**src/hw/rtl/galois_field_arithmetic_unit_macros.svh**
```systemverilog
// Assertion helpers shared by the arithmetic unit modules.
// Each macro expects a clock named i_clk and an active-low reset named i_rst_n.
`ifndef GALOIS_FIELD_ARITHMETIC_UNIT_MACROS_SVH
`define GALOIS_FIELD_ARITHMETIC_UNIT_MACROS_SVH

// The consequent must hold in the same cycle as the antecedent.
`define GFAU_ASSERT_NOW(lbl, ante, cons, msg) \
    lbl: assert property (@(posedge i_clk) disable iff (!i_rst_n) (ante) |-> (cons)) \
        else $error(msg);

// The consequent must hold in the cycle after the antecedent.
`define GFAU_ASSERT_NEXT(lbl, ante, cons, msg) \
    lbl: assert property (@(posedge i_clk) disable iff (!i_rst_n) (ante) |=> (cons)) \
        else $error(msg);

`endif

```
**src/hw/rtl/gfau_pkg.sv**
```systemverilog
package gfau_pkg;

    // Fixed widths of the interface fields and the polynomial register.
    localparam int POLY_W   = 17;
    localparam int ELEM_W   = 16;
    localparam int DEG_W    = 5;
    localparam int DIGITS_W = 3;

    // Bits of the multiplier operand consumed by the shared unit per busy cycle.
    localparam int DIGIT_BITS = 4;

    // Smallest supported field degree.
    localparam logic [DEG_W-1:0] MIN_DEG = 5'd4;

    // Reset value of the field polynomial: x^8 + x^4 + x^3 + x^2 + 1.
    localparam logic [POLY_W-1:0] RESET_POLY = 17'h0011D;

    // Operation codes carried in the input tuser.
    localparam logic [1:0] KIND_ADD  = 2'd0;
    localparam logic [1:0] KIND_MUL  = 2'd1;
    localparam logic [1:0] KIND_DIV  = 2'd2;
    localparam logic [1:0] KIND_NONE = 2'd3;

    // Status codes carried in the output tuser.
    localparam logic [1:0] ST_OK           = 2'd0;
    localparam logic [1:0] ST_DIV_ZERO     = 2'd1;
    localparam logic [1:0] ST_OUT_OF_FIELD = 2'd2;

    // Register index of the field polynomial.
    localparam logic REG_FIELD_POLY = 1'b0;

    // Field description derived from the polynomial at configuration time.
    typedef struct packed {
        logic [POLY_W-1:0]   poly;
        logic [POLY_W-1:0]   top;       // one-hot bit at the degree
        logic [ELEM_W-1:0]   low_mask;  // bits below the degree
        logic [DEG_W-1:0]    deg;
        logic [DIGITS_W-1:0] digits;    // number of DIGIT_BITS digits per product
        logic                ok;        // degree is at least MIN_DEG
    } t_field;

    // Derive the field description from a polynomial. The upper degree limit
    // depends on a module parameter and is applied by the caller.
    function automatic t_field derive_field(input logic [POLY_W-1:0] p);
        t_field           f;
        logic [DEG_W-1:0] d;
        logic [DEG_W:0]   d_sum;
        d = '0;
        for (int i = 0; i < POLY_W; i++) begin
            if (p[i]) begin
                d = DEG_W'(i);
            end
        end
        d_sum      = {1'b0, d} + (DEG_W + 1)'(DIGIT_BITS - 1);
        f.poly     = p;
        f.top      = POLY_W'(1) << d;
        f.low_mask = ELEM_W'(f.top - POLY_W'(1));
        f.deg      = d;
        f.digits   = DIGITS_W'(d_sum >> 2);
        f.ok       = (p != '0) && (d >= MIN_DEG);
        return f;
    endfunction

endpackage

```
**src/hw/rtl/gfau_cfg.sv**
```systemverilog
// Configuration register block: holds the field polynomial and the field
// description derived from it at write time.
module gfau_cfg #(
    parameter int MAX_DEGREE = 16
) (
    input  logic                i_clk,
    input  logic                i_rst_n,
    input  logic                psel,
    input  logic                penable,
    input  logic                pwrite,
    input  logic [2:0]          paddr,
    input  logic [31:0]         pwdata,
    output logic [31:0]         prdata,
    output logic                pready,
    output gfau_pkg::t_field    o_field
);

    gfau_pkg::t_field r_field;
    gfau_pkg::t_field n_field;
    gfau_pkg::t_field w_new;
    gfau_pkg::t_field w_rst;
    logic             w_wr;

    assign pready = 1'b1;
    assign w_wr   = psel && penable && pwrite && (paddr[2] == gfau_pkg::REG_FIELD_POLY);

    // New description from the written polynomial, with the upper degree limit.
    // The reset description gets the same limit.
    always_comb begin
        w_new    = gfau_pkg::derive_field(pwdata[gfau_pkg::POLY_W-1:0]);
        w_new.ok = w_new.ok && (w_new.deg <= gfau_pkg::DEG_W'(MAX_DEGREE));
        w_rst    = gfau_pkg::derive_field(gfau_pkg::RESET_POLY);
        w_rst.ok = w_rst.ok && (w_rst.deg <= gfau_pkg::DEG_W'(MAX_DEGREE));
        n_field  = w_wr ? w_new : r_field;
    end

    // Field register; reset restores the default polynomial.
    always_ff @(posedge i_clk) begin
        if (!i_rst_n) begin
            r_field <= w_rst;
        end else begin
            r_field <= n_field;
        end
    end

    // Reads return the polynomial; other addresses read as zero.
    always_comb begin
        prdata = '0;
        if (paddr[2] == gfau_pkg::REG_FIELD_POLY) begin
            prdata = 32'(r_field.poly);
        end
    end

    assign o_field = r_field;

endmodule

```
**src/hw/rtl/gfau_mul.sv**
```systemverilog
`include "galois_field_arithmetic_unit_macros.svh"

// Shared shift-and-reduce multiplier. Each busy cycle consumes DIGIT_BITS
// bits of the multiplier, low bits first; o_done pulses once the product is
// in o_prod.
module gfau_mul #(
    parameter int W = 16
) (
    input  logic                          i_clk,
    input  logic                          i_rst_n,
    input  logic                          i_start,
    input  logic [W-1:0]                  i_a,
    input  logic [W-1:0]                  i_b,
    input  logic [W:0]                    i_poly,
    input  logic [W:0]                    i_top,
    input  logic [gfau_pkg::DIGITS_W-1:0] i_digits,
    output logic [W-1:0]                  o_prod,
    output logic                          o_done
);

    logic [W-1:0]                  r_acc;
    logic [W-1:0]                  r_a;
    logic [W-1:0]                  r_b;
    logic [gfau_pkg::DIGITS_W-1:0] r_cnt;
    logic                          r_done;
    logic [W-1:0]                  n_acc;
    logic [W-1:0]                  n_a;

    // One digit of shift-and-reduce steps.
    always_comb begin
        logic [W:0] sh;
        n_acc = r_acc;
        n_a   = r_a;
        for (int k = 0; k < gfau_pkg::DIGIT_BITS; k++) begin
            if (r_b[k]) begin
                n_acc = n_acc ^ n_a;
            end
            sh = {n_a, 1'b0};
            if ((sh & i_top) != '0) begin
                sh = sh ^ i_poly;
            end
            n_a = sh[W-1:0];
        end
    end

    // Control: counter of digit cycles and done pulse.
    always_ff @(posedge i_clk) begin
        if (!i_rst_n) begin
            r_cnt  <= '0;
            r_done <= 1'b0;
        end else if (i_start) begin
            r_cnt  <= i_digits;
            r_done <= 1'b0;
        end else begin
            r_done <= (r_cnt == gfau_pkg::DIGITS_W'(1));
            if (r_cnt != '0) begin
                r_cnt <= r_cnt - gfau_pkg::DIGITS_W'(1);
            end
        end
    end

    // Datapath registers.
    always_ff @(posedge i_clk) begin
        if (i_start) begin
            r_acc <= '0;
            r_a   <= i_a;
            r_b   <= i_b;
        end else if (r_cnt != '0) begin
            r_acc <= n_acc;
            r_a   <= n_a;
            r_b   <= r_b >> gfau_pkg::DIGIT_BITS;
        end
    end

    assign o_prod = r_acc;
    assign o_done = r_done;

    `GFAU_ASSERT_NOW(a_start_idle, i_start, r_cnt == '0, "multiplier started while busy")
    `GFAU_ASSERT_NOW(a_done_idle, r_done, r_cnt == '0, "done raised with digits left")
    `GFAU_ASSERT_NEXT(a_start_runs, i_start && (i_digits != '0), r_cnt != '0,
                      "multiplier did not begin after start")

endmodule

```
**src/hw/rtl/galois_field_arithmetic_unit.sv**
```systemverilog
// Channel   | Direction | Signals                               | Item
// s_axis    | in        | tvalid tready tdata[31:0] tuser[1:0]  | operation and two operands
// m_axis    | out       | tvalid tready tdata[15:0] tuser[1:0]  | result value and status
// APB       | in/out    | psel penable pwrite paddr pwdata ...  | field polynomial register
//
// Add, errors and zero operands show their result on the cycle after the item is accepted.
// A multiply is one product; a divide chains 2(m-1)+1 such products, all on the one
// shared multiplier. s_axis_tready is low while an item is in the multiplier, or
// while a result waits and m_axis_tready is low. The next item can be taken once the
// result is out. Reset is synchronous and active low; it restores the polynomial 0x11D.
`include "galois_field_arithmetic_unit_macros.svh"

module galois_field_arithmetic_unit #(
    parameter int MAX_DEGREE = 16
) (
    input  logic        i_clk,
    input  logic        i_rst_n,
    input  logic        s_axis_tvalid,
    output logic        s_axis_tready,
    input  logic [31:0] s_axis_tdata,   // operand_a[15:0], operand_b[31:16]
    input  logic [1:0]  s_axis_tuser,   // kind[1:0]
    output logic        m_axis_tvalid,
    input  logic        m_axis_tready,
    output logic [15:0] m_axis_tdata,   // value[15:0]
    output logic [1:0]  m_axis_tuser,   // status[1:0]
    input  logic        psel,
    input  logic        penable,
    input  logic        pwrite,
    input  logic [2:0]  paddr,
    input  logic [31:0] pwdata,
    output logic [31:0] prdata,
    output logic        pready
);

    localparam int W      = MAX_DEGREE;
    localparam int ITER_W = $clog2(MAX_DEGREE);

    // Sequencer states.
    localparam logic [1:0] S_IDLE = 2'd0;
    localparam logic [1:0] S_SQR  = 2'd1;
    localparam logic [1:0] S_RMUL = 2'd2;
    localparam logic [1:0] S_MUL  = 2'd3;

    gfau_pkg::t_field w_field;

    logic [1:0]        r_state,  n_state;
    logic [W-1:0]      r_x,      n_x;
    logic [W-1:0]      r_r,      n_r;
    logic [W-1:0]      r_s,      n_s;
    logic [ITER_W-1:0] r_iter,   n_iter;
    logic              r_out_valid, n_out_valid;
    logic [15:0]       r_out_value, n_out_value;
    logic [1:0]        r_out_status, n_out_status;

    logic         w_accept;
    logic         w_start;
    logic [W-1:0] w_ma;
    logic [W-1:0] w_mb;
    logic [W-1:0] w_prod;
    logic         w_done;
    logic [1:0]   w_kind;
    logic [15:0]  w_a;
    logic [15:0]  w_b;
    logic         w_bad;

    gfau_cfg #(
        .MAX_DEGREE(MAX_DEGREE)
    ) u_cfg (
        .i_clk   (i_clk),
        .i_rst_n (i_rst_n),
        .psel    (psel),
        .penable (penable),
        .pwrite  (pwrite),
        .paddr   (paddr),
        .pwdata  (pwdata),
        .prdata  (prdata),
        .pready  (pready),
        .o_field (w_field)
    );

    gfau_mul #(
        .W(W)
    ) u_mul (
        .i_clk    (i_clk),
        .i_rst_n  (i_rst_n),
        .i_start  (w_start),
        .i_a      (w_ma),
        .i_b      (w_mb),
        .i_poly   (w_field.poly[W:0]),
        .i_top    (w_field.top[W:0]),
        .i_digits (w_field.digits),
        .o_prod   (w_prod),
        .o_done   (w_done)
    );

    // Input unpacking and field checks.
    assign w_kind = s_axis_tuser;
    assign w_a    = s_axis_tdata[15:0];
    assign w_b    = s_axis_tdata[31:16];
    assign w_bad  = !w_field.ok || (w_kind == gfau_pkg::KIND_NONE)
                    || ((w_a & ~w_field.low_mask) != '0)
                    || ((w_b & ~w_field.low_mask) != '0);

    assign s_axis_tready = (r_state == S_IDLE) && (!r_out_valid || m_axis_tready);
    assign w_accept      = s_axis_tvalid && s_axis_tready;

    // Sequencer: the inverse is b^(2^m-2), built by m-1 squarings and products.
    always_comb begin
        n_state      = r_state;
        n_x          = r_x;
        n_r          = r_r;
        n_s          = r_s;
        n_iter       = r_iter;
        n_out_valid  = r_out_valid && !m_axis_tready;
        n_out_value  = r_out_value;
        n_out_status = r_out_status;
        w_start      = 1'b0;
        w_ma         = w_prod;
        w_mb         = w_prod;
        case (r_state)
            S_IDLE: begin
                if (w_accept) begin
                    n_out_value  = '0;
                    n_out_status = gfau_pkg::ST_OK;
                    n_out_valid  = 1'b1;
                    if (w_bad) begin
                        n_out_status = gfau_pkg::ST_OUT_OF_FIELD;
                    end else if (w_kind == gfau_pkg::KIND_ADD) begin
                        n_out_value = w_a ^ w_b;
                    end else if (w_kind == gfau_pkg::KIND_MUL) begin
                        if ((w_a != '0) && (w_b != '0)) begin
                            n_out_valid = 1'b0;
                            w_start     = 1'b1;
                            w_ma        = w_a[W-1:0];
                            w_mb        = w_b[W-1:0];
                            n_state     = S_MUL;
                        end
                    end else if (w_a != '0) begin
                        if (w_b == '0) begin
                            n_out_status = gfau_pkg::ST_DIV_ZERO;
                        end else begin
                            n_out_valid = 1'b0;
                            n_x         = w_a[W-1:0];
                            n_r         = W'(1);
                            n_iter      = ITER_W'(w_field.deg - gfau_pkg::DEG_W'(1));
                            w_start     = 1'b1;
                            w_ma        = w_b[W-1:0];
                            w_mb        = w_b[W-1:0];
                            n_state     = S_SQR;
                        end
                    end
                end
            end
            S_SQR: begin
                if (w_done) begin
                    n_s     = w_prod;
                    w_start = 1'b1;
                    w_ma    = r_r;
                    w_mb    = w_prod;
                    n_state = S_RMUL;
                end
            end
            S_RMUL: begin
                if (w_done) begin
                    n_r     = w_prod;
                    w_start = 1'b1;
                    if (r_iter == ITER_W'(1)) begin
                        w_ma    = r_x;
                        w_mb    = w_prod;
                        n_state = S_MUL;
                    end else begin
                        n_iter  = r_iter - ITER_W'(1);
                        w_ma    = r_s;
                        w_mb    = r_s;
                        n_state = S_SQR;
                    end
                end
            end
            S_MUL: begin
                if (w_done) begin
                    n_out_valid  = 1'b1;
                    n_out_value  = 16'(w_prod);
                    n_out_status = gfau_pkg::ST_OK;
                    n_state      = S_IDLE;
                end
            end
            default: begin
                n_state = S_IDLE;
            end
        endcase
    end

    // Control registers.
    always_ff @(posedge i_clk) begin
        if (!i_rst_n) begin
            r_state     <= S_IDLE;
            r_out_valid <= 1'b0;
        end else begin
            r_state     <= n_state;
            r_out_valid <= n_out_valid;
        end
    end

    // Payload registers.
    always_ff @(posedge i_clk) begin
        r_x          <= n_x;
        r_r          <= n_r;
        r_s          <= n_s;
        r_iter       <= n_iter;
        r_out_value  <= n_out_value;
        r_out_status <= n_out_status;
    end

    assign m_axis_tvalid = r_out_valid;
    assign m_axis_tdata  = r_out_value;
    assign m_axis_tuser  = r_out_status;

    `GFAU_ASSERT_NOW(a_err_zero, r_out_valid && (r_out_status != gfau_pkg::ST_OK),
                     r_out_value == '0, "error result carries a nonzero value")
    `GFAU_ASSERT_NOW(a_ready_idle, s_axis_tready, r_state == S_IDLE,
                     "ready raised while an item is in progress")
    `GFAU_ASSERT_NOW(a_done_busy, w_done, r_state != S_IDLE,
                     "multiplier finished with no item in progress")
    `GFAU_ASSERT_NEXT(a_busy_no_out, w_accept && w_start, !r_out_valid,
                      "result shown before the multiplier finished")

endmodule

```
**config.mk**
```make
export PLATFORM = sky130hd
export DESIGN_NAME = galois_field_arithmetic_unit
export DESIGN_NICKNAME = d
export VERILOG_FILES = /design/src/hw/rtl/gfau_pkg.sv /design/src/hw/rtl/gfau_cfg.sv /design/src/hw/rtl/gfau_mul.sv /design/src/hw/rtl/galois_field_arithmetic_unit.sv
export VERILOG_INCLUDE_DIRS = /design/src /design/src/hw/rtl
export SDC_FILE = /design/constraint.sdc
export NUM_CORES = 1
export LEC_CHECK = 0
export ABC_AREA = 1
export BUFFER_PORTS_ARGS = -buffer_cell sky130_fd_sc_hd__buf_2
export CAP_MARGIN = 10
export CORE_UTILIZATION = 40
export CTS_CLUSTER_DIAMETER = 200
export DETAILED_ROUTE_END_ITERATION = 12
export SLEW_MARGIN = 0
export SYNTH_ARGS = -nofsm -noshare
export SYNTH_HDL_FRONTEND = slang
export SYNTH_HIERARCHICAL = 1
export SYNTH_SLANG_ARGS = --single-unit
```
**constraint.sdc**
```tcl
create_clock -name i_clk -period 5.2 [get_ports i_clk]
set_input_delay 0 -clock i_clk [delete_from_list [all_inputs] [get_ports i_clk]]
set_output_delay 0 -clock i_clk [all_outputs]
set_load 0.05 [all_outputs]
```
## After elaboration in Yosys (flattened, before gate mapping)

Cells that the tools add are included.

| storage, ports and cells | value |
|---|---|
| flip-flop bits (word level) | 183 |
| bits of input ports | 76 |
| output and inout bits | 53 |
| word-level logic and storage cells | 217 |

| cells by class | value |
|---|---|
| add/sub/neg operators | 5 |
| order comparisons | 2 |
| equal/unequal tests | 20 |
| shifts and indexed selects | 1 |
| mux-type cells | 108 |
| bitwise operators | 22 |
| reduce and logical (&&, ||, !) cells | 40 |

Operator list:

| kind | number |
|---|---|
| $mux 16 | 39 |
| $xor 16x16->16 | 9 |
| $pmux 16 s2 | 3 |
| $reduce_bool 17->1 | 5 |
| $mux 5 | 15 |
| $and 17x17->17 | 4 |
| $reduce_bool 16->1 | 4 |
| $pmux 16 s3 | 1 |
| $and 16x16->16 | 2 |
| $mux 4 | 8 |
| $mux 2 | 13 |
| $mux 1 | 21 |
| $reduce_and 9->1 | 2 |
| $mux 17 | 1 |
| $shl 1x5->17 const A | 1 |
| $logic_not 16->1 | 1 |
| $not 16->16 | 1 |
| $sub 16x1->16 const B | 1 |
| $ne 2x2->1 const B | 6 |
| $logic_and 1x1->1 | 9 |
| $ne 2x1->1 const B | 4 |
| $pmux 2 s4 | 1 |
| $pmux 4 s2 | 1 |
| $reduce_and 8->1 | 1 |
| other kinds (25) | 45 |

## Depth between registers and ports, before layout

| logic depth | value |
|---|---|
| depth after elaboration | 19 |
| gate-level depth with buffers | 31 |

## Hierarchy

Netlist, hierarchy kept.

By module, submodules not included:

| module | instances | cells an instance | area each (µm²) | sequential area each (µm²) |
|---|---|---|---|---|
| galois_field_arithmetic_unit | 1 | 890 | 5901.9 | 2162.1 |
| gfau_mul | 1 | 773 | 5114.9 | 1361.3 |
| gfau_cfg | 1 | 399 | 2817.7 | 1161.1 |

## Worst setup path before layout

Ideal clock, no wire load.

| timing path | value |
|---|---|
| kind | reg-to-reg |
| start point | register u_mul.r_a[6] |
| end point | register u_mul.r_a[5], data pin |
| data arrival time | 3.338 ns |
| data required time | 4.947 ns |
| path slack | 1.609 ns |
| cell stages (with the launch flop) | 31 |
| path buffers | 4 |
| clock period less this slack | 3.591 ns |
| cells stage by stage | edfxtp_1 > nand2_1 > nand2_1 > nor2_2 > nand2_4 > nor2_8 > buf_6 > nand2_1 > nand3_1 > nand2_1 > nor2_1 > nand2_2 > nor2_8 > buf_6 > nand2_1 > nand3_1 > nand2_1 > nor2_1 > nand2_1 > nor2_4 > buf_6 > nand2_1 > nand3_1 > nand2_1 > nor2_1 > nand2_2 > buf_2 > o21ai_1 > nand2_1 > nand2_1 > nand2_1 |

| between the ends | value |
|---|---|
| word-level cells in the longest chain between the ends | 14 |
| elaborated cells between the ends (all ways) | 18 |
| those cells by class | 6 x mux; 8 x bitwise; 4 x reduce/logical |

Ends and longest elaborated chain:

| element | RTL line | text |
|---|---|---|
| start: declaration | gfau_mul.sv:22 | `logic [W-1:0] r_a;` |
| start signal: assignment | gfau_mul.sv:66 | `r_a <= i_a;` |
| start signal: assignment | gfau_mul.sv:70 | `r_a <= n_a;` |
| $and 17x17->17 | gfau_mul.sv:39 | `if ((sh & i_top) != '0) begin` |
| $reduce_bool 17->1 | gfau_mul.sv:39 |  |
| $mux 16 (*) | gfau_mul.sv:39 |  |
| $and 17x17->17 | gfau_mul.sv:39 |  |
| $reduce_bool 17->1 | gfau_mul.sv:39 |  |
| $mux 16 (*) | gfau_mul.sv:39 |  |
| $and 17x17->17 | gfau_mul.sv:39 |  |
| $reduce_bool 17->1 | gfau_mul.sv:39 |  |
| $mux 16 (*) | gfau_mul.sv:39 |  |
| $and 17x17->17 | gfau_mul.sv:39 |  |
| $reduce_bool 17->1 | gfau_mul.sv:39 |  |
| $mux 16 (*) | gfau_mul.sv:39 |  |
| $mux 16 (*) | gfau_mul.sv:68 | `end else if (r_cnt != '0) begin` |
| $mux 16 (*) | gfau_mul.sv:64 | `if (i_start) begin` |

Every way passes the cells marked *; elsewhere a longest branch is shown, timed or not. The select of a mux whose other input is x is not followed.
A chain may end at the register's enable or synchronous reset.

## Final worst setup path

| timing path | value |
|---|---|
| start point | register u_mul.r_a[5] |
| end point | register u_mul.r_a[11], data pin |

The elaborated chain is that of the path after synthesis.

==> reports/metrics.yaml <==
floorplanning:
  coreArea_sq_um: 33700
  start_util_pct: 40.9
  die_w_microns: 188
  rows: 67
  die_h_microns: 188
  die_area_sq_um: 35200
  ios: 129
global_routing:
  track_usage_pct: 29.5
  grt_start_max_net_pins: 89
  grt-ovfl-total: 0
  grt_pass1_vias: 12891
  grt_pass1_wl_microns: 78600
  antenna_found_initial: 0
timing:
  max_slew_margin_pct: 15.9
  finalHoldViolCount: 0
  setup_viol: 0
  rsz0062_at_grt: "false"
  skew_ps: 9.79
  period_needed_ps: 4720
  drv_slew: 0
  fmax_ghz: 0.212
  setup_tns_ps: 0
  worst-slew-pin-transition_ps: 1250
  min_period_over_period_pct: 90.8
final_layout:
  final_common_cell: "nand2_1"
  stdcell_count: 2648
  drive_above_1_share_pct: 11.2
  num-fill-cells: 3540
  final_cell_mix: "nand2_1, inv_1, nand3_1, nor2_1, o21ai_0"
  nNetsFinal: 2273
  syn_to_final_growth_pct: 14.7
clock_tree:
  cts_root_buf: "clkbuf_16"
  clock_sinks: 182
  cts_buffers: 17
  cts.path.max_buffers: 2
  clk_latency_ps: 450
  clk_pin_slew_worst_paths_ps: 70
  tritoncts: "built"
  h-tree-depth: 4
power_and_ir_drop:
  seqPwrFrac_pct: 25.3
  intPower_mw: 4.92
  swShare_pct: 49.1
  peakVddDrop_mv: 0.300
  leakage_nw: 7.73
  combPwrFrac_pct: 60.9
  power_frac_clock_pct: 13.8
  power_density_nw_per_um2: 610
  power_switching_mw: 4.74
worst_setup_path:
  critPathKind: "reg2reg"
  worst-path-stages: 28
  crit_top_cell: "nand2_1"
  cp_max_fo: 19
  critical-path-top-delay-family: "simple AND/OR/NAND/NOR gates"
  arrival_ps: 4920
  crit_path_end_kind: "flop"
  crit_path_top_delay_cell: "edfxtp_1"
  worstPathRequired_ps: 5400
  worst-path-buf-inv: 2
  r2r_cells: 28
  slowest_delay_ps: 510
  start_kind: "flop"
placement:
  placedCellCount: 2576
  hpwlAfterDp_microns: 38400
  place.port_buffers: 95
  gp_congestion: 0.978
route:
  drt_first_pass_iters: 5
  viasPerCell: 5.34
  wl_per_cell_microns: 19.5
  wirelength_microns: 51500
  drcViolationCount: 0
  vias: 14153
  ant_nets: 0
  dr.first_iter.drc_count: 1326
logic_synthesis:
  synthesis.area_sq_um: 13800
  ys_warn_count: 6
  synth_cells: 2059
  synth.avg_cell_area_sq_um: 6.70
min_path:
  whs_path_depth: 3
  hold_path.class: "in2reg"
job:
  max_cap_violations: 0
status:
  status: "finished clean"
==> stage by stage <==
stage	worst slack, ps	hold WS, ps	cell area, sq um	util, %	power (mW)
floorplan	1610	98.9	13900	-	6.54
global placement	651	224	14800	44.0	8.12
global route	51.9	49.3	15800	46.9	10.5
CTS	630	16.1	15800	46.9	9.57
detailed placement	646	223	14800	44.0	8.19
finish	477	45.3	15800	47.0	9.66
==> area by class of cell <==
type | instances | area, sq um | share of cell area (%)
antenna | 1 | 2.50 | 0.0158
clock buffer | 17 | 425 | 2.69
clock inverter | 15 | 164 | 1.04
inverter | 216 | 815 | 5.15
tap | 448 | 561 | 3.54
sequential | 182 | 4660 | 29.5
multi-input combinational | 1575 | 7840 | 49.5
timing repair buffer | 194 | 1350 | 8.56
==> worst paths after layout <==
| path | startpoint | endpoint | slack (ps) |
|---|---|---|---|
| worst min register to register | u_mul/r_cnt[2]$_SDFFE_PN0P_ | u_mul/o_done$_SDFF_PP0_ | 430 |
| worst max-delay path | u_mul/r_a[5]$_DFFE_PP_ | u_mul/r_a[11]$_DFFE_PP_ | 480 |
| worst max register to register | u_mul/r_a[5]$_DFFE_PP_ | u_mul/r_a[11]$_DFFE_PP_ | 480 |
| worst min-delay path | s_axis_tdata[21] | m_axis_tdata[5]$_DFFE_PP_ | 50 |
==> routing by layer <==
metal / global-route usage (%) / wire length, microns / vias up / part of all wire (%)
li1: - / - / 6858 / -
met2: 44.5 / 22000 / 678 / 43
met3: 5.82 / 4950 / 88 / 9.6
met1: 41.8 / 23000 / 6529 / 45
met5: 0 / 0 / - / 0
met4: 9.76 / 1570 / 0 / 3.0
==> power by group through the flow <==
stage               logic [mW]  clock network, mW  registers [mW]
floorplan                 4.34                  0            2.20
global placement          5.67                  0            2.46
detailed placement        5.74                  0            2.45
CTS                       5.78               1.36            2.43
global route              6.58               1.41            2.47
finish                    5.89               1.33            2.45
==> registers in the layout (all words and copies together), names as in the netlist, 4 cells and up <==
| signal | flops |
|---|---|
| u_cfg/o_field | 57 |
| m_axis_tdata | 16 |
| r_r | 16 |
| r_s | 16 |
| r_x | 16 |
| u_mul/o_prod | 16 |
| u_mul/r_a | 16 |
| u_mul/r_b | 16 |
| r_iter | 4 |
==> timing repair <==
action	4_1_cts	5_1_grt
resized for setup	0	0
hold buffers	39	0
hold endpoints to repair	39	0
buffers inserted	0	0
endpoints found under the setup margin	0	0
==> worst min-delay path, delay by kind of cell <==
| family | cells | cell delay (ps) |
|---|---|---|
| AOI/OAI and AO/OA | 1 | 110 |
| buffers and inverters | 1 | 210 |
| and+or+nand+nor | 1 | 60 |
(Power assumes the default switching activity.)
